**config.mk**
```make
export PLATFORM = sky130hd
export DESIGN_NAME = dns_query_message_encoder_core
export DESIGN_NICKNAME = d
export VERILOG_FILES = /design/src/design/dqme_pkg.sv /design/src/design/dqme_ram.sv /design/src/design/dqme_obuf.sv /design/src/design/dqme_ctrl.sv /design/src/design/dns_query_message_encoder_core.sv
export SDC_FILE = /design/constraint.sdc
export NUM_CORES = 1
export LEC_CHECK = 0
export BUFFER_PORTS_ARGS = -buffer_cell sky130_fd_sc_hd__buf_2
export CAP_MARGIN = 20
export CORE_MARGIN = 2
export CORE_UTILIZATION = 60
export DETAILED_ROUTE_END_ITERATION = 8
export HOLD_SLACK_MARGIN = 0.06
export PLACE_DENSITY_LB_ADDON = 0.3
export SYNTH_ARGS = -nofsm -noshare
export SYNTH_HDL_FRONTEND = slang
export SYNTH_SLANG_ARGS = --single-unit
```
**constraint.sdc**
```tcl
create_clock -name clock -period 7.6 [get_ports clock]
set_input_delay 0.76 -clock clock [delete_from_list [all_inputs] [get_ports clock]]
set_output_delay 0.76 -clock clock [all_outputs]
set_load 0.05 [all_outputs]
```
**src/design/dqme_pkg.sv**
```systemverilog
`timescale 1ns / 1ps
// dqme_pkg: shared constants, types and byte tables for the dns query encoder
// no dependencies; used by dqme_obuf, dqme_ctrl and the core
package dqme_pkg;

   localparam int MAX_LABEL_DEF = 63;
   localparam int MAX_NAME_DEF  = 255;

   localparam int HDR_LEN      = 12;
   localparam int TAIL_LEN     = 5;
   localparam int HDR_FLAGS_IDX = 2;
   localparam int HDR_QD_IDX    = 5;
   localparam int CNT_W        = 4;

   localparam logic [15:0] QDCOUNT_WORD = 16'h0100;
   localparam logic [15:0] QCLASS_IN    = 16'h0001;
   localparam logic [7:0]  RD_FLAG      = 8'h01;
   localparam logic [7:0]  DOT_CHAR     = 8'h2e;
   localparam logic [7:0]  NUL_CHAR     = 8'h00;
   localparam logic [7:0]  ZERO_BYTE    = 8'h00;

   typedef struct packed {
      logic [7:0] data;
      logic       last;
      logic       error;
   } word_type;

   typedef enum logic [2:0] {
      ST_IDLE,
      ST_HEADER,
      ST_DISPATCH,
      ST_CLOSE,
      ST_LENGTH,
      ST_READ,
      ST_LABEL,
      ST_ERR
   } state_type;

   function automatic logic [7:0] hdr_byte(input logic [CNT_W-1:0] idx);
      logic [7:0] b;
      b = ZERO_BYTE;
      if (idx == CNT_W'(HDR_FLAGS_IDX)) begin
         b = RD_FLAG;
      end else if (idx == CNT_W'(HDR_QD_IDX)) begin
         b = QDCOUNT_WORD[15:8];
      end
      return b;
   endfunction

   function automatic logic [7:0] tail_byte(input logic [2:0] idx, input logic [15:0] qt);
      logic [7:0] b;
      unique case (idx)
         3'd0: b = ZERO_BYTE;
         3'd1: b = qt[15:8];
         3'd2: b = qt[7:0];
         3'd3: b = QCLASS_IN[15:8];
         3'd4: b = QCLASS_IN[7:0];
         default: b = ZERO_BYTE;
      endcase
      return b;
   endfunction

endpackage

```
**src/design/dqme_ram.sv**
```systemverilog
`timescale 1ns / 1ps
// dqme_ram: generic single-write, single-read ram with registered read data
// no dependencies
module dqme_ram #(
   parameter int WIDTH = 8,
   parameter int DEPTH = 63,
   parameter int AW    = (DEPTH > 1) ? $clog2(DEPTH) : 1
) (
   input  logic             clock,
   input  logic             wr_en,
   input  logic [AW-1:0]    wr_addr,
   input  logic [WIDTH-1:0] wr_data,
   input  logic             rd_en,
   input  logic [AW-1:0]    rd_addr,
   output logic [WIDTH-1:0] rd_data
);

   logic [WIDTH-1:0] mem [DEPTH];
   logic [WIDTH-1:0] rd_data_ff;

   always_ff @(posedge clock) begin
      if (wr_en) begin
         mem[wr_addr] <= wr_data;
      end
      if (rd_en) begin
         rd_data_ff <= mem[rd_addr];
      end
   end

   assign rd_data = rd_data_ff;

endmodule

```
**src/design/dqme_obuf.sv**
```systemverilog
`timescale 1ns / 1ps
// dqme_obuf: one-word output register between the sequencer and the rsp channel
// depends on dqme_pkg for the word type
module dqme_obuf (
   input  logic               clock,
   input  logic               reset,
   input  logic               in_valid,
   input  dqme_pkg::word_type in_word,
   output logic               in_ready,
   output logic               out_valid,
   output dqme_pkg::word_type out_word,
   input  logic               out_ready
);

   logic               valid_ff;
   logic               valid_in;
   dqme_pkg::word_type word_ff;

   assign in_ready = !valid_ff || out_ready;

   always_comb begin
      valid_in = valid_ff;
      if (in_ready) begin
         valid_in = in_valid;
      end
   end

   always_ff @(posedge clock) begin
      if (reset) begin
         valid_ff <= 1'b0;
      end else begin
         valid_ff <= valid_in;
      end
      if (in_ready && in_valid) begin
         word_ff <= in_word;
      end
   end

   assign out_valid = valid_ff;
   assign out_word  = word_ff;

endmodule

```
**src/design/dqme_ctrl.sv**
```systemverilog
`timescale 1ns / 1ps
// dqme_ctrl: sequencer and name state; buffers labels in the label ram
// depends on dqme_pkg; drives dqme_ram and dqme_obuf
module dqme_ctrl #(
   parameter int MAX_LABEL = dqme_pkg::MAX_LABEL_DEF,
   parameter int MAX_NAME  = dqme_pkg::MAX_NAME_DEF,
   parameter int AW        = (MAX_LABEL > 1) ? $clog2(MAX_LABEL) : 1
) (
   input  logic               clock,
   input  logic               reset,
   input  logic               req_valid,
   output logic               req_ready,
   input  logic               req_op,
   input  logic [7:0]         req_ch,
   input  logic [15:0]        req_qtype,
   output logic               push_valid,
   output dqme_pkg::word_type push_word,
   input  logic               push_ready,
   output logic               ram_we,
   output logic [AW-1:0]      ram_waddr,
   output logic [7:0]         ram_wdata,
   output logic               ram_re,
   output logic [AW-1:0]      ram_raddr,
   input  logic [7:0]         ram_rdata
);

   localparam int LW = $clog2(MAX_LABEL + 1);
   localparam int NW = $clog2(MAX_NAME + 1);
   localparam int SW = ((NW > LW) ? NW : LW) + 2;
   localparam int CW = dqme_pkg::CNT_W;

   dqme_pkg::state_type state_ff, state_in;

   logic           op_ff, op_in;
   logic [7:0]     ch_ff, ch_in;
   logic [15:0]    qtype_ff, qtype_in;
   logic           err_ff, err_in;
   logic [CW-1:0]  cnt_ff, cnt_in;
   logic [LW-1:0]  idx_ff, idx_in;
   logic [LW-1:0]  lc_ff, lc_in;
   logic [NW-1:0]  nl_ff, nl_in;
   logic           inq_ff, inq_in;
   logic           ne_ff, ne_in;

   logic is_end, too_long, disp_emits, hdr_end, tail_end, lbl_end, store_ch;

   assign is_end   = (ch_ff == dqme_pkg::DOT_CHAR) || (ch_ff == dqme_pkg::NUL_CHAR);
   assign too_long = (lc_ff >= LW'(MAX_LABEL)) ||
                     ((SW'(nl_ff) + SW'(lc_ff) + SW'(3)) > SW'(MAX_NAME));
   assign disp_emits = op_ff ||
                       (!ne_ff && ((is_end && (lc_ff != '0)) || (!is_end && too_long)));
   assign hdr_end  = (cnt_ff == CW'(dqme_pkg::HDR_LEN - 1));
   assign tail_end = (cnt_ff == CW'(dqme_pkg::TAIL_LEN - 1));
   assign lbl_end  = (idx_ff == (lc_ff - LW'(1)));
   assign store_ch = (state_ff == dqme_pkg::ST_DISPATCH) && !op_ff && !ne_ff &&
                     !is_end && !too_long;

   // next state
   always_comb begin
      state_in = state_ff;
      unique case (state_ff)
         dqme_pkg::ST_IDLE: begin
            if (req_valid) begin
               state_in = inq_ff ? dqme_pkg::ST_DISPATCH : dqme_pkg::ST_HEADER;
            end
         end
         dqme_pkg::ST_HEADER: begin
            if (push_ready && hdr_end) begin
               state_in = dqme_pkg::ST_DISPATCH;
            end
         end
         dqme_pkg::ST_DISPATCH: begin
            priority if (op_ff) begin
               state_in = dqme_pkg::ST_CLOSE;
            end else if (ne_ff) begin
               state_in = dqme_pkg::ST_IDLE;
            end else if (is_end) begin
               state_in = (lc_ff != '0) ? dqme_pkg::ST_LENGTH : dqme_pkg::ST_IDLE;
            end else begin
               state_in = too_long ? dqme_pkg::ST_ERR : dqme_pkg::ST_IDLE;
            end
         end
         dqme_pkg::ST_CLOSE: begin
            if (push_ready && tail_end) begin
               state_in = dqme_pkg::ST_IDLE;
            end
         end
         dqme_pkg::ST_LENGTH: begin
            if (push_ready) begin
               state_in = dqme_pkg::ST_READ;
            end
         end
         dqme_pkg::ST_READ: begin
            state_in = dqme_pkg::ST_LABEL;
         end
         dqme_pkg::ST_LABEL: begin
            if (push_ready) begin
               state_in = lbl_end ? dqme_pkg::ST_IDLE : dqme_pkg::ST_READ;
            end
         end
         dqme_pkg::ST_ERR: begin
            if (push_ready) begin
               state_in = dqme_pkg::ST_IDLE;
            end
         end
         default: state_in = dqme_pkg::ST_IDLE;
      endcase
   end

   // outputs
   always_comb begin
      req_ready  = 1'b0;
      push_valid = 1'b0;
      push_word  = '{data: dqme_pkg::ZERO_BYTE, last: 1'b0, error: 1'b0};
      ram_re     = 1'b0;
      unique case (state_ff)
         dqme_pkg::ST_IDLE: begin
            req_ready = 1'b1;
         end
         dqme_pkg::ST_HEADER: begin
            push_valid = 1'b1;
            push_word  = '{data: dqme_pkg::hdr_byte(cnt_ff),
                           last: hdr_end && !disp_emits, error: 1'b0};
         end
         dqme_pkg::ST_DISPATCH: begin
         end
         dqme_pkg::ST_CLOSE: begin
            push_valid = 1'b1;
            push_word  = '{data: dqme_pkg::tail_byte(cnt_ff[2:0], qtype_ff),
                           last: tail_end, error: err_ff};
         end
         dqme_pkg::ST_LENGTH: begin
            push_valid = 1'b1;
            push_word  = '{data: 8'(lc_ff), last: 1'b0, error: 1'b0};
         end
         dqme_pkg::ST_READ: begin
            ram_re = 1'b1;
         end
         dqme_pkg::ST_LABEL: begin
            push_valid = 1'b1;
            push_word  = '{data: ram_rdata, last: lbl_end, error: 1'b0};
         end
         dqme_pkg::ST_ERR: begin
            push_valid = 1'b1;
            push_word  = '{data: dqme_pkg::ZERO_BYTE, last: 1'b1, error: 1'b1};
         end
         default: begin
         end
      endcase
   end

   assign ram_we    = store_ch;
   assign ram_waddr = lc_ff[AW-1:0];
   assign ram_wdata = ch_ff;
   assign ram_raddr = idx_ff[AW-1:0];

   // name state and item registers
   always_comb begin
      op_in    = op_ff;
      ch_in    = ch_ff;
      qtype_in = qtype_ff;
      err_in   = err_ff;
      cnt_in   = cnt_ff;
      idx_in   = idx_ff;
      lc_in    = lc_ff;
      nl_in    = nl_ff;
      inq_in   = inq_ff;
      ne_in    = ne_ff;
      unique case (state_ff)
         dqme_pkg::ST_IDLE: begin
            if (req_valid) begin
               op_in    = req_op;
               ch_in    = req_ch;
               qtype_in = req_qtype;
               cnt_in   = '0;
               if (!inq_ff) begin
                  inq_in = 1'b1;
                  ne_in  = 1'b0;
                  lc_in  = '0;
                  nl_in  = '0;
               end
            end
         end
         dqme_pkg::ST_HEADER: begin
            if (push_ready) begin
               cnt_in = cnt_ff + CW'(1);
            end
         end
         dqme_pkg::ST_DISPATCH: begin
            cnt_in = '0;
            idx_in = '0;
            if (op_ff) begin
               err_in = !ne_ff && (lc_ff != '0);
            end else if (!ne_ff && is_end && (lc_ff == '0)) begin
               ne_in = 1'b1;
            end else if (store_ch) begin
               lc_in = lc_ff + LW'(1);
            end
         end
         dqme_pkg::ST_CLOSE: begin
            if (push_ready) begin
               cnt_in = cnt_ff + CW'(1);
               if (tail_end) begin
                  inq_in = 1'b0;
                  ne_in  = 1'b0;
                  lc_in  = '0;
                  nl_in  = '0;
               end
            end
         end
         dqme_pkg::ST_LABEL: begin
            if (push_ready) begin
               if (lbl_end) begin
                  nl_in = NW'(SW'(nl_ff) + SW'(lc_ff) + SW'(1));
                  lc_in = '0;
               end else begin
                  idx_in = idx_ff + LW'(1);
               end
            end
         end
         default: begin
         end
      endcase
   end

   always_ff @(posedge clock) begin
      if (reset) begin
         state_ff <= dqme_pkg::ST_IDLE;
         lc_ff    <= '0;
         nl_ff    <= '0;
         inq_ff   <= 1'b0;
         ne_ff    <= 1'b0;
      end else begin
         state_ff <= state_in;
         lc_ff    <= lc_in;
         nl_ff    <= nl_in;
         inq_ff   <= inq_in;
         ne_ff    <= ne_in;
      end
      op_ff    <= op_in;
      ch_ff    <= ch_in;
      qtype_ff <= qtype_in;
      err_ff   <= err_in;
      cnt_ff   <= cnt_in;
      idx_ff   <= idx_in;
   end

endmodule

```
**src/design/dns_query_message_encoder_core.sv**
```systemverilog
`timescale 1ns / 1ps
// dns query message encoder: one name character or close per req word,
// query message bytes out one per rsp word; one item in flight at a time
// a query's first item is led by 12 header words, one per cycle while rsp_ready;
// a character that only buffers emits no word; a label flush emits the length byte,
// then each label byte as read from the label ram; close emits 5 words, one per cycle
// while rsp_ready; reset: synchronous, clears the name state, not the label ram
module dns_query_message_encoder_core #(
   parameter int MAX_LABEL = dqme_pkg::MAX_LABEL_DEF,
   parameter int MAX_NAME  = dqme_pkg::MAX_NAME_DEF
) (
   input  logic        clock,
   input  logic        reset,
   input  logic        req_valid,
   output logic        req_ready,
   input  logic        req_op,
   input  logic [7:0]  req_ch,
   input  logic [15:0] req_qtype,
   output logic        rsp_valid,
   input  logic        rsp_ready,
   output logic [7:0]  rsp_out_byte,
   output logic        rsp_last,
   output logic        rsp_error
);

   localparam int AW = (MAX_LABEL > 1) ? $clog2(MAX_LABEL) : 1;

   logic               push_valid, push_ready;
   dqme_pkg::word_type push_word, out_word;
   logic               ram_we, ram_re;
   logic [AW-1:0]      ram_waddr, ram_raddr;
   logic [7:0]         ram_wdata, ram_rdata;

   dqme_ctrl #(
      .MAX_LABEL (MAX_LABEL),
      .MAX_NAME  (MAX_NAME),
      .AW        (AW)
   ) u_ctrl (
      .clock      (clock),
      .reset      (reset),
      .req_valid  (req_valid),
      .req_ready  (req_ready),
      .req_op     (req_op),
      .req_ch     (req_ch),
      .req_qtype  (req_qtype),
      .push_valid (push_valid),
      .push_word  (push_word),
      .push_ready (push_ready),
      .ram_we     (ram_we),
      .ram_waddr  (ram_waddr),
      .ram_wdata  (ram_wdata),
      .ram_re     (ram_re),
      .ram_raddr  (ram_raddr),
      .ram_rdata  (ram_rdata)
   );

   dqme_ram #(
      .WIDTH (8),
      .DEPTH (MAX_LABEL),
      .AW    (AW)
   ) u_label_ram (
      .clock   (clock),
      .wr_en   (ram_we),
      .wr_addr (ram_waddr),
      .wr_data (ram_wdata),
      .rd_en   (ram_re),
      .rd_addr (ram_raddr),
      .rd_data (ram_rdata)
   );

   dqme_obuf u_obuf (
      .clock     (clock),
      .reset     (reset),
      .in_valid  (push_valid),
      .in_word   (push_word),
      .in_ready  (push_ready),
      .out_valid (rsp_valid),
      .out_word  (out_word),
      .out_ready (rsp_ready)
   );

   assign rsp_out_byte = out_word.data;
   assign rsp_last     = out_word.last;
   assign rsp_error    = out_word.error;

endmodule

```
# After elaboration in Yosys (flattened, before gate mapping)
# Memory sizes are Yosys's and may differ from the RTL's. A register that Yosys moved wholly into a read port is not among the register bits.
# Cells that the tools add are included.
dict set report classes {
  addsub 7
  order_cmp 2
  eq_ne 32
  muxes 55
  n_reduce_logical 46
}
# cell count
set ops {}
lappend ops {{6-bit two-way mux} 11}
lappend ops {{8-bit two-way mux} 7}
lappend ops {{10-bit case mux with 5 select lines} 1}
lappend ops {{8-bit case mux with 3 select lines} 2}
lappend ops {{3-bit two-way mux} 12}
lappend ops {{3-bit case mux with 8 select lines} 1}
lappend ops {{6-bit case mux with 4 select lines} 1}
lappend ops {{2-bit by 1-bit inequality test with 1-bit output (second input constant)} 9}
lappend ops {{3-bit equality test (second input constant)} 5}
lappend ops {{1-bit logical AND} 14}
lappend ops {{2-bit inequality test (second input constant)} 7}
lappend ops {{7-bit AND reduction} 2}
lappend ops {{1-bit two-way mux} 13}
lappend ops {{6-bit by 1-bit adder with 6-bit output (second input constant)} 2}
lappend ops {{4-bit case mux with 3 select lines} 1}
lappend ops {{6-bit case mux with 2 select lines} 1}
lappend ops {{9-bit by 2-bit adder with 10-bit output (second input constant)} 1}
lappend ops {{10-bit by 8-bit greater-than comparator with 1-bit output (second input constant)} 1}
lappend ops {{10-bit AND reduction} 1}
lappend ops {{8-bit by 6-bit adder with 9-bit output} 1}
lappend ops {{3-bit by 2-bit equality test with 1-bit output (second input constant)} 3}
lappend ops {{3-bit nonzero test} 3}
lappend ops {{8-bit by 1-bit adder with 8-bit output (second input constant)} 1}
lappend ops {{4-bit by 3-bit equality test with 1-bit output (second input constant)} 2}
lappend ops {{26 further kinds} 40}
dict set report word_totals {
  regBits 66
  mem_bits_rw 504
  output_inout_bits 12
  mem_count 1
}
# name words width rd rd_ports_with_merged_regs write_ports line_no
set memory_table {}
lappend memory_table {u_label_ram.mem 63 8 1 1 1 dqme_ram.sv:18} ;# logic [WIDTH-1:0] mem [DEPTH];

# Longest topological paths before layout
# Gate-level depths: netlist of the first run.
dict set report depth {
  ltp_word 11
  ltp_mapped 10
  mapped_depth_nobuf 9
}

# Cells and area by module
# Synthesis of the first run repeated with hierarchy kept, for this count alone.
dict set report hier_totals {
  cells_unflattened 1323
  hier_area_um2 23684.0
}
# module instances cells_each area_each_um2 seq_area_each_um2
set by_module_without_submodules {}
lappend by_module_without_submodules {dqme_ram 1 949 19886.6 15374.7}
lappend by_module_without_submodules {dqme_ctrl 1 359 3442.1 1461.4}
lappend by_module_without_submodules {dqme_obuf 1 15 355.3 320.3}

# Worst setup path after synthesis of the first run
# No wires, ideal clock.
dict set report synth_path {
  path_kind {reg-to-reg}
  from {register u_ctrl.lc_ff[0], in the netlist u_ctrl.ram_waddr[0]}
  to {memory u_label_ram.mem[42][0] (enable)}
  setup_ns 0.370
  t_arrival_ns 2.926
  slack_ns 4.304
  path_stages_with_launch 11
  period_less_slack_ns 3.296
  cell_sequence {dfxtp_1 ha_1 fa_1 and3_1 or3_1 o211a_1 and4_4 a21o_1 or4_1 buf_2 nor2_1}
}
dict set report synth_via {
  elab_chain_len 8
  elab_cells_between_ends 9
  cone_classes {2 x add/sub; 2 x order compare; 2 x mux; 3 x reduce/logical}
}
# element line_no
set synth_rtl {}
lappend synth_rtl {{start, declared} dqme_ctrl.sv:40} ;# logic [LW-1:0] lc_ff, lc_in;
lappend synth_rtl {{start signal, assigned} dqme_ctrl.sv:235} ;# lc_ff <= lc_in;
lappend synth_rtl {{8-bit by 6-bit adder with 9-bit output} dqme_ctrl.sv:49} ;# ((SW'(nl_ff) + SW'(lc_ff) + SW'(3)) > SW'(MAX_NAME));
lappend synth_rtl {{9-bit by 2-bit adder with 10-bit output} dqme_ctrl.sv:49}
lappend synth_rtl {{10-bit by 8-bit greater-than comparator with 1-bit output} dqme_ctrl.sv:49}
lappend synth_rtl {{1-bit logical OR} dqme_ctrl.sv:48} ;# assign too_long = (lc_ff >= LW'(MAX_LABEL)) ||
lappend synth_rtl {{1-bit logical NOT} dqme_ctrl.sv:56} ;# !is_end && !too_long;
lappend synth_rtl {{1-bit logical AND} dqme_ctrl.sv:56}
lappend synth_rtl {{1-bit two-way mux} dqme_ram.sv:22} ;# if (wr_en) begin
lappend synth_rtl {{1-bit two-way mux (implied by the code)} dqme_ram.sv:23} ;# mem[wr_addr] <= wr_data;
lappend synth_rtl {{end, declared} dqme_ram.sv:18}
# Several ways; a longest one is shown, not always the timed one.

# Final worst setup path of the first run
dict set report layout_path {
  from {register u_ctrl.lc_ff[0], in the netlist u_ctrl.ram_waddr[0]}
  to {memory u_label_ram.mem[6][0] (enable)}
}
# Same word-level chain as after synthesis.

==> results.json, run 1 <==
{
  "status": "complete, no violations",
  "setup_tns_ns": 0,
  "synthAdderAreaFrac_pct": 0.888,
  "synth_ff_type": "edfxtp_1",
  "tightest_slew_ns": 1.07,
  "synth_compound_area_share_pct": 2.78,
  "p_int_mw": 5.78,
  "worst_slack_ns": 2.93,
  "r2r_slack_ns": 2.93,
  "ys_ff_latch": 578,
  "ys_types": 57,
  "synth-xor-area-share_pct": 0.899,
  "path_buf_inv": 0,
  "synth_nets": 1240,
  "max_freq_mhz": 214,
  "end_kind": "flip-flop",
  "final_max_slew_viol_count": 0,
  "antenna_cells": 0,
  "synthesis.area_mm2": 0.0234,
  "syn_inst": 1195,
  "crit_path_top_delay_cell": "nor2_1",
  "max_stage_delay_ns": 0.95,
  "hold_start": "req_qtype[3]",
  "layout_min_cycle_time_ns": 4.67,
  "path_cells": "ha_1 -> fa_1 -> a21oi_1 -> nor3_1 -> or3b_1 -> and4_4 -> a21oi_2 -> nand4_1 -> nor2_1",
  "yosysSeqAreaShare_pct": 73.4,
  "max_slew_margin_pct": 28.8,
  "p_sw_mw": 2.10,
  "io_pins": 41,
  "min_path_cells": 1,
  "fillerInstances": 2470,
  "pwr-share-comb_pct": 16.4,
  "synth-simple-area-share_pct": 4.47,
  "yosysTopAreaCell": "edfxtp_1",
  "peakVddDrop_v": 0.000253,
  "synth_edf_count": 558,
  "antenna_found_initial": 4,
  "cts-root-buf": "clkbuf_16",
  "wl_per_cell_um": 29.2,
  "synthMuxAreaShare_pct": 16.1,
  "gr-total-overflow": 0,
  "fin_crit_sh_pct": 61.4,
  "holdBufCountCts": 0,
  "cts.path.max_buffers": 3,
  "num_rows": 72,
  "total_power_mw": 7.88,
  "synth-async-reset-ratio_pct": 0,
  "p_leak_nw": 8.15,
  "dp_slack_ns": 3.21,
  "drtPass1Iterations": 7,
  "die-area_mm2": 0.0406,
  "viasPerCell": 6.62,
  "clkSinkCount": 578,
  "synth_top_family_by_area": "multiplexers",
  "place.gp.congestion": 0.940,
  "port_buffers": 40,
  "finClkSkew_ns": 0.0480,
  "worst-r2r-cell-count": 9,
  "clkPwrFrac_pct": 34.8,
  "insertion_delay_ns": 0.64,
  "cts_tree": "done",
  "dpl.hpwl_mm": 31.6,
  "path_clk_slew_ns": 0.06,
  "grt_pass1_wl_mm": 78.7,
  "power_frac_seq_pct": 48.8,
  "timing.rr.start": "u_ctrl.ram_waddr[0]",
  "grt_pass1_vias": 11900,
  "numCtsBuffers": 55,
  "design_area_mm2": 0.0259,
  "setup.worst_path.start": "u_ctrl.ram_waddr[0]",
  "final_layout_size_suffix_gt1_share_pct": 23.9,
  "antenna_left": 0,
  "syn_avg_cell_area_um2": 19.6,
  "power.density_mw_per_mm2": 304,
  "critPathMaxFanout": 9,
  "cts_resized": 0,
  "place_area_mm2": 0.0241,
  "vias": 11900,
  "min_to": "u_ctrl.qtype_ff[3]",
  "grt.total_usage_pct": 26.7,
  "drv_cap": 0,
  "htreeDepth": 2,
  "synth_most_common_cell": "edfxtp_1",
  "nNetsFinal": 1285,
  "crit_required_ns": 7.82,
  "synth_warnings": 0,
  "ys_top_cells_by_count": "558 x edfxtp_1, 159 x mux4_2, 100 x nor2_1, 34 x clkbuf_1, 29 x nand2_1",
  "final_hold_viol_count": 0,
  "core_area_mm2": 0.0386,
  "die_w_um": 201,
  "path_class": "flip-flop to flip-flop",
  "min-delay-path-class": "input pin to flip-flop",
  "grt_start_max_net_pins": 92,
  "dieHeight_um": 201,
  "cts_setup_buffers": 0,
  "synth_top_area_share_pct": 71.7,
  "drcViolationCount": 0,
  "start_util_pct": 60.6,
  "reg2reg_to": "u_label_ram.mem[6][0]",
  "cp_top_family": "simple AND/OR/NAND/NOR gates",
  "syn_to_final_growth_pct": 10.8,
  "worstSetupStartpointType": "flip-flop",
  "drt-total-wl_mm": 52.6,
  "rsz0062_at_grt": "no",
  "drt_iter0_drc": 1615,
  "setup_viol": 0,
  "holdWs_ns": 0.338,
  "cp.arrival_ns": 4.89,
  "swShare_pct": 26.7,
  "synth.area.top_cells": "edfxtp_1 72%, mux4_2 15%, dfxtp_1 1.7%"
}
routing by layer:
metal  GRT usage, %  share of wire, %  vias up  wire length (um)
li1               -                 -     4984                 -
met1           39.0                40     6214             21000
met2           40.9                48      635             25100
met3           5.41               9.0       99              4750
met4           9.98               3.4        4              1770
met5              0             0.055        -                29
flip-flops by register name (all words and copies together), names as in the netlist:
| signal | count |
|---|---|
| u_obuf.out_valid | 1 |
| u_obuf.out_word | 10 |
| u_ctrl.ram_wdata | 8 |
| u_ctrl.ram_raddr | 6 |
| u_label_ram.rd_data | 8 |
| u_ctrl.ram_waddr | 6 |
| u_ctrl.nl_ff | 8 |
| u_ctrl.cnt_ff | 4 |
| u_ctrl.qtype_ff | 16 |
| u_ctrl.err_ff | 1 |
| u_label_ram.mem | 504 |
| u_ctrl.op_ff | 1 |
| u_ctrl.state_ff | 3 |
| u_ctrl.ne_ff | 1 |
| u_ctrl.inq_ff | 1 |
power by group through the flow:
stage,Clock [mW],Combinational (mW),Sequential (mW)
2_1_floorplan,0,0.768,3.98
3_3_place_gp,0,1.26,3.91
3_5_place_dp,0,1.29,3.91
4_1_cts,2.76,1.30,3.84
5_1_grt,2.88,1.36,3.86
6_report,2.74,1.29,3.85
per-stage QoR:
stage,util [%],cells
2_1_floorplan,-,1195
3_3_place_gp,62.4,1700
3_5_place_dp,62.5,1701
4_1_cts,67.2,1802
5_1_grt,67.2,1802
6_report,67.2,1802
placed cells by master (no fill, tap or decap), types with 4 or more instances in the layout:
master      count
nand3_1        13
clkbuf_16      55
edfxtp_1      558
or4_1           6
o22ai_1         8
o21ai_0        25
nor2b_1         5
nand4_1         9
a22oi_1         7
a21o_1          5
nor2_1        100
buf_2          40
a2bb2oi_1       4
inv_1          16
and3_1          6
a211oi_1        4
nor3_1         14
a21oi_1        23
bufinv_16       6
clkinvlp_4      4
nand2_1        29
mux4_2        159
clkbuf_1        5
or3_1           5
clkinv_1       16
dfxtp_1        20
ha_1           15
xnor2_1        11
nand3b_1        6
mux2i_1        18
clkinv_2        8
xor2_1         13
buf_4          15
area by class of cell:
cell class | count | area [um^2] | share of cell area, %
clock buffer | 60 | 1400 | 5.39
inverter | 16 | 60.1 | 0.232
tap | 518 | 648 | 2.50
sequential | 578 | 17200 | 66.2
timing repair buffer | 57 | 360 | 1.39
clock inverter | 41 | 407 | 1.57
multi-input combinational | 532 | 5870 | 22.7
logic make-up after synthesis:
family / count (synthesis)
buffers and inverters: 85
and+or+nand+nor: 216
xor gates and xnor gates: 24
adders and majority gates: 16
AOI/OAI and AO/OA: 99
muxes: 177
DFF: 578
worst register-to-register path: stages (launching register included):
cell,delay (ns)
dfxtp_1,0.42
ha_1,0.30
fa_1,0.48
a21oi_1,0.28
nor3_1,0.08
or3b_1,0.38
and4_4,0.18
a21oi_2,0.33
nand4_1,0.88
nor2_1,0.96
how the worst max path moves through the flow:
| stage | to | slack [ns] | cells after the start |
|---|---|---|---|
| finish | u_label_ram.mem[6][0] | 2.93 | 9 |
| global route | u_label_ram.mem[6][0] | 2.87 | 9 |
| CTS | u_label_ram.mem[6][3] | 3.17 | 9 |
| detailed placement | u_label_ram.mem[6][6] | 3.21 | 9 |
| global placement | u_label_ram.mem[6][0] | 3.31 | 9 |
| floorplan | u_label_ram.mem[42][0] | 4.30 | 10 |
Note: power is estimated with default switching activity, not from simulation.
==> run 2: changes to the inputs <==
CORE_UTILIZATION = 56   (was 60)
clock period = 4.2 ns   (was 7.6 ns; I/O delays follow)
==> run 2 against run 1 <==
Net effect: non-clock buffer count up 88; sequential share of layout area down 2.1 points; worst hold slack worse by 0.14 ns; clock skew down 0.026 ns; global-route usage down 2.2 points; maximum frequency up 22%; die area up 7.0%; first-iteration DRC count down 16%; clock-buffer cell count up 7; combinational power up 84%; wire length down 1.7%; sequential power up 80%.
==> results.json, run 2 (synthesized netlist as in run 1, its figures left out) <==
{
  "status": "complete, no violations",
  "layout.cells.non_filler": 1908,
  "pwr-share-comb_pct": 16.6,
  "grt.total_usage_pct": 24.6,
  "port_buffers": 40,
  "tightest_slew_ns": 0.943,
  "p_leak_nw": 8.64,
  "met1_usage_pct": 36.1,
  "power.density_mw_per_mm2": 538,
  "cts-root-buf": "clkbuf_16",
  "num_rows": 74,
  "syn_to_final_growth_pct": 14.3,
  "setup_viol": 0,
  "path_clk_slew_ns": 0.07,
  "dp_cells": 1777,
  "p_int_mw": 10.6,
  "antenna_found_initial": 0,
  "io_pins": 41,
  "grt_pass1_vias": 12300,
  "crit_path_top_delay_cell": "or4_1",
  "final_layout_size_suffix_gt1_share_pct": 27.2,
  "numCtsBuffers": 56,
  "start_util_pct": 57.0,
  "worstSetupStartpointType": "flip-flop",
  "peakVddDrop_v": 0.000385,
  "max_stage_delay_ns": 0.59,
  "grt_busiest_layer": "met2",
  "htreeDepth": 2,
  "layout_min_cycle_time_ns": 3.84,
  "max_slew_margin_pct": 36.9,
  "die-area_mm2": 0.0434,
  "max_freq_mhz": 261,
  "die_w_um": 208,
  "clkPwrFrac_pct": 35.2,
  "cp.arrival_ns": 4.15,
  "final_common_cell": "edfxtp_1",
  "dp_slack_ns": 0.457,
  "antenna_left": 0,
  "worst_slack_ns": 0.362,
  "grt_start_max_net_pins": 72,
  "critPathMaxFanout": 9,
  "regMostFlops": "u_label_ram.mem",
  "finClkSkew_ns": 0.0224,
  "antenna_cells": 0,
  "fin_crit_sh_pct": 91.4,
  "cp_common_cell": "a21oi_1",
  "drcViolationCount": 0,
  "wl_per_cell_um": 27.1,
  "place.gp.congestion": 0.896,
  "dpl.hpwl_mm": 31.3,
  "path_class": "flip-flop to flip-flop",
  "grt_util_met3_pct": 3.28,
  "swShare_pct": 25.9,
  "drv_cap": 0,
  "setup_tns_ns": 0,
  "cts_resized": 0,
  "final_max_slew_viol_count": 0,
  "place_area_mm2": 0.0246,
  "clkSinkCount": 578,
  "final_cell_mix": "558 x edfxtp_1, 159 x mux4_2, 100 x nor2_1, 75 x buf_4, 56 x clkbuf_16",
  "core_area_mm2": 0.0410,
  "gr-total-overflow": 0,
  "p_sw_mw": 3.73,
  "end_kind": "flip-flop",
  "cts_tree": "done",
  "vias": 12200,
  "cts.path.max_buffers": 3,
  "min-delay-path-class": "input pin to flip-flop",
  "r2r_slack_ns": 0.36,
  "dieHeight_um": 208,
  "drt-total-wl_mm": 51.7,
  "nNetsFinal": 1374,
  "drt_iter0_drc": 1350,
  "drtPass1Iterations": 6,
  "design_area_mm2": 0.0267,
  "grt_pass1_wl_mm": 78.5,
  "rsz0062_at_grt": "no",
  "power_frac_seq_pct": 48.2,
  "insertion_delay_ns": 0.61,
  "final_hold_viol_count": 0,
  "crit_required_ns": 4.51,
  "use_met2_pct": 39.2,
  "total_power_mw": 14.4,
  "largest_register_ffs": 504,
  "path_cells": "ha_1 -> fa_1 -> a21oi_1 -> o21ai_0 -> a21oi_1 -> o211ai_1 -> a21o_1 -> or4_1 -> nor2_1 -> buf_4",
  "viasPerCell": 6.37
}
## run 2: area by class of cell
type / instances / area [um^2]
Clock inverter: 38 / 424
Clock buffer: 67 / 1440
Tap cell: 532 / 666
Sequential cell: 578 / 17200
Inverter: 16 / 60.1
Multi-Input combinational cell: 532 / 5870
Timing Repair Buffer: 145 / 1110
Fill cell: 2630 / 14300
## run 2: timing repair
item / in CTS / in global routing
hold buffers: 25 / 0
buffers inserted: 0 / 0
endpoints found under the hold margin: 25 / 0
## run 2: routing by layer
layer / vias to the layer above / share of wire, % / wire (um)
li1: 5177 / - / -
met5: - / 0 / 0
met3: 66 / 7.5 / 3860
met2: 556 / 49 / 25300
met1: 6353 / 41 / 21400
met4: 0 / 2.2 / 1160
## run 2: final timing paths
| kind | startpoint | cells past startpoint | end |
|---|---|---|---|
| max | u_ctrl.ram_waddr[0] | 10 | u_label_ram.mem[27][0] |
| max reg2reg | u_ctrl.ram_waddr[0] | 10 | u_label_ram.mem[27][0] |
| min reg2reg | u_ctrl.nl_ff[5] | 2 | u_ctrl.nl_ff[5] |
| min | reset | 2 | u_ctrl.nl_ff[0] |
## run 2: metrics by stage
| stage | utilization (%) | hold WS, ns |
|---|---|---|
| CTS | 65.1 | 0.175 |
| global placement | 60.0 | 0.449 |
| global route | 65.2 | 0.236 |
| finish | 65.2 | 0.199 |
| detailed placement | 60.0 | 0.455 |
| floorplan | - | 0.436 |
## run 2: critical path: cells and delay by family (launching register included)
family / cells / cell delay (ns)
AND/OR/NAND/NOR: 2 / 0.96
flip-flops: 1 / 0.40
adder cells (fa/ha/maj): 2 / 0.77
AO/OA/AOI/OAI: 5 / 1.19
buffers and inverters: 1 / 0.22
## run 2: power by group through the flow
| stage | clock network [mW] | registers, mW | logic [mW] |
|---|---|---|---|
| 6_report | 5.06 | 6.93 | 2.38 |
| 5_1_grt | 5.33 | 6.94 | 2.53 |
| 4_1_cts | 5.12 | 6.93 | 2.39 |
| 3_5_place_dp | 0 | 7.05 | 2.37 |
| 3_3_place_gp | 0 | 7.04 | 2.33 |
| 2_1_floorplan | 0 | 7.21 | 1.39 |
==> run 3: changes to the inputs <==
CORE_ASPECT_RATIO = 0.75   (was not set)
==> run 3 against run 2 <==
Net effect: die area is essentially flat; clock power fell by 6.9%; via count increased by 0.95%; first-iteration DRC count is 21% higher; cell count increased by 1.3%; highest routed layer is now met5; setup slack hardly changed; sequential power hardly changed.
==> results.json, run 3 (synthesized netlist as in run 1, its figures left out) <==
{
  "cts_resized": 0,
  "clkSinkCount": 578,
  "final_cell_mix": "558 x edfxtp_1, 159 x mux4_2, 100 x nor2_1, 81 x buf_4, 53 x clkbuf_16",
  "largest_register_ffs": 504,
  "critPathMaxFanout": 9,
  "drtPass1Iterations": 7,
  "final_layout_size_suffix_gt1_share_pct": 26.8,
  "place.gp.congestion": 0.884,
  "setup_tns_ns": 0,
  "p_leak_nw": 8.58,
  "peakVddDrop_v": 0.000434,
  "cp.arrival_ns": 4.12,
  "layout.cells.non_filler": 1933,
  "fin_crit_sh_pct": 91.4,
  "cp_common_cell": "a21oi_1",
  "regMostFlops": "u_label_ram.mem",
  "antenna_found_initial": 3,
  "final_hold_viol_count": 0,
  "path_class": "flip-flop to flip-flop",
  "die_w_um": 240,
  "insertion_delay_ns": 0.59,
  "final_max_slew_viol_count": 0,
  "rsz0062_at_grt": "no",
  "max_freq_mhz": 261,
  "path_cells": "ha_1 -> fa_1 -> a21oi_1 -> o21ai_0 -> a21oi_1 -> o211ai_1 -> a21o_1 -> or4_1 -> nor2_1 -> buf_4",
  "cts-root-buf": "clkbuf_16",
  "p_sw_mw": 3.65,
  "crit_required_ns": 4.48,
  "min-delay-path-class": "input pin to flip-flop",
  "cp_top_family": "compound AO/OA/AOI/OAI gates",
  "holdBufCountCts": 25,
  "cts_tree": "done",
  "max_stage_delay_ns": 0.78,
  "power_frac_seq_pct": 49.3,
  "pwr-share-comb_pct": 17.2,
  "cts.path.max_buffers": 3,
  "num_rows": 64,
  "total_power_mw": 14.0,
  "htreeDepth": 2,
  "drt-total-wl_mm": 52.1,
  "layout_min_cycle_time_ns": 3.84,
  "core_area_mm2": 0.0410,
  "vias": 12300,
  "drv_cap": 0,
  "design_area_mm2": 0.0266,
  "grt_start_max_net_pins": 136,
  "path_clk_slew_ns": 0.07,
  "crit_path_top_delay_cell": "or4_1",
  "p_int_mw": 10.4,
  "antenna_left": 0,
  "path_buf_inv": 1,
  "dieHeight_um": 181,
  "utilization_pct": 65.0,
  "setup_viol": 0,
  "dp_cells": 1812,
  "numCtsBuffers": 51,
  "worstSetupStartpointType": "flip-flop",
  "drcViolationCount": 0,
  "die-area_mm2": 0.0434,
  "gr-total-overflow": 0,
  "power.density_mw_per_mm2": 527,
  "io_pins": 41,
  "drt_iter0_drc": 1632,
  "cts_setup_buffers": 0,
  "syn_to_final_growth_pct": 13.9,
  "nNetsFinal": 1375,
  "clkPwrFrac_pct": 33.6,
  "wl_per_cell_um": 26.9,
  "grt_pass1_wl_mm": 78.3,
  "status": "complete, no violations",
  "port_buffers": 40,
  "place_area_mm2": 0.0247,
  "grt.total_usage_pct": 24.7,
  "max_slew_margin_pct": 41.4,
  "swShare_pct": 26.0,
  "end_kind": "flip-flop",
  "finClkSkew_ns": 0.0286,
  "tightest_slew_ns": 0.876,
  "final_common_cell": "edfxtp_1",
  "start_util_pct": 57.0,
  "viasPerCell": 6.35,
  "grt_pass1_vias": 11900,
  "dpl.hpwl_mm": 31.5
}
run 3: cell count changes in the layout (fill, tap and decap cells not counted), sizes merged:
cell and change:
clkinvlp +1, bufinv -2, inv +1, buf +6
clkbuf -1, clkinv -10, diode +1
run 3: cell type report:
class                           instances  area, um^2
Antenna cell                            1        2.50
Tap cell                              561         702
Inverter                               16        60.1
Clock inverter                         28         300
Clock buffer                           66        1380
Multi-Input combinational cell        532        5870
Timing Repair Buffer                  151        1170
Sequential cell                       578       17200
Fill cell                            2735       14400
run 3: power by group through the flow:
| stage | combinational [mW] | sequential (mW) | clock [mW] |
|---|---|---|---|
| 2_1_floorplan | 1.39 | 7.21 | 0 |
| 3_3_place_gp | 2.33 | 7.03 | 0 |
| 3_5_place_dp | 2.36 | 7.03 | 0 |
| 4_1_cts | 2.39 | 6.91 | 4.77 |
| 5_1_grt | 2.56 | 6.93 | 4.99 |
| 6_report | 2.41 | 6.91 | 4.71 |
run 3: path summary, 6_finish.rpt:
check,start,to,slack [ns],depth (start not counted)
max reg2reg,u_ctrl.ram_waddr[0],u_label_ram.mem[34][4],0.36,10
max,u_ctrl.ram_waddr[0],u_label_ram.mem[34][4],0.36,10
min,reset,u_ctrl.nl_ff[4],0.24,2
min reg2reg,u_ctrl.nl_ff[5],u_ctrl.nl_ff[5],0.48,2
run 3: stage by stage:
step,worst slack (ns),hold WS [ns]
floorplan,0.904,0.436
global route,0.142,0.242
CTS,0.399,0.216
global placement,0.516,0.456
finish,0.363,0.235
detailed placement,0.427,0.467
run 3: metal layers:
layer	GRT usage [%]	part of all wire (%)
met3	6.60	11
met2	35.2	45
met5	1.01	0.16
met4	5.79	1.9
met1	38.7	42
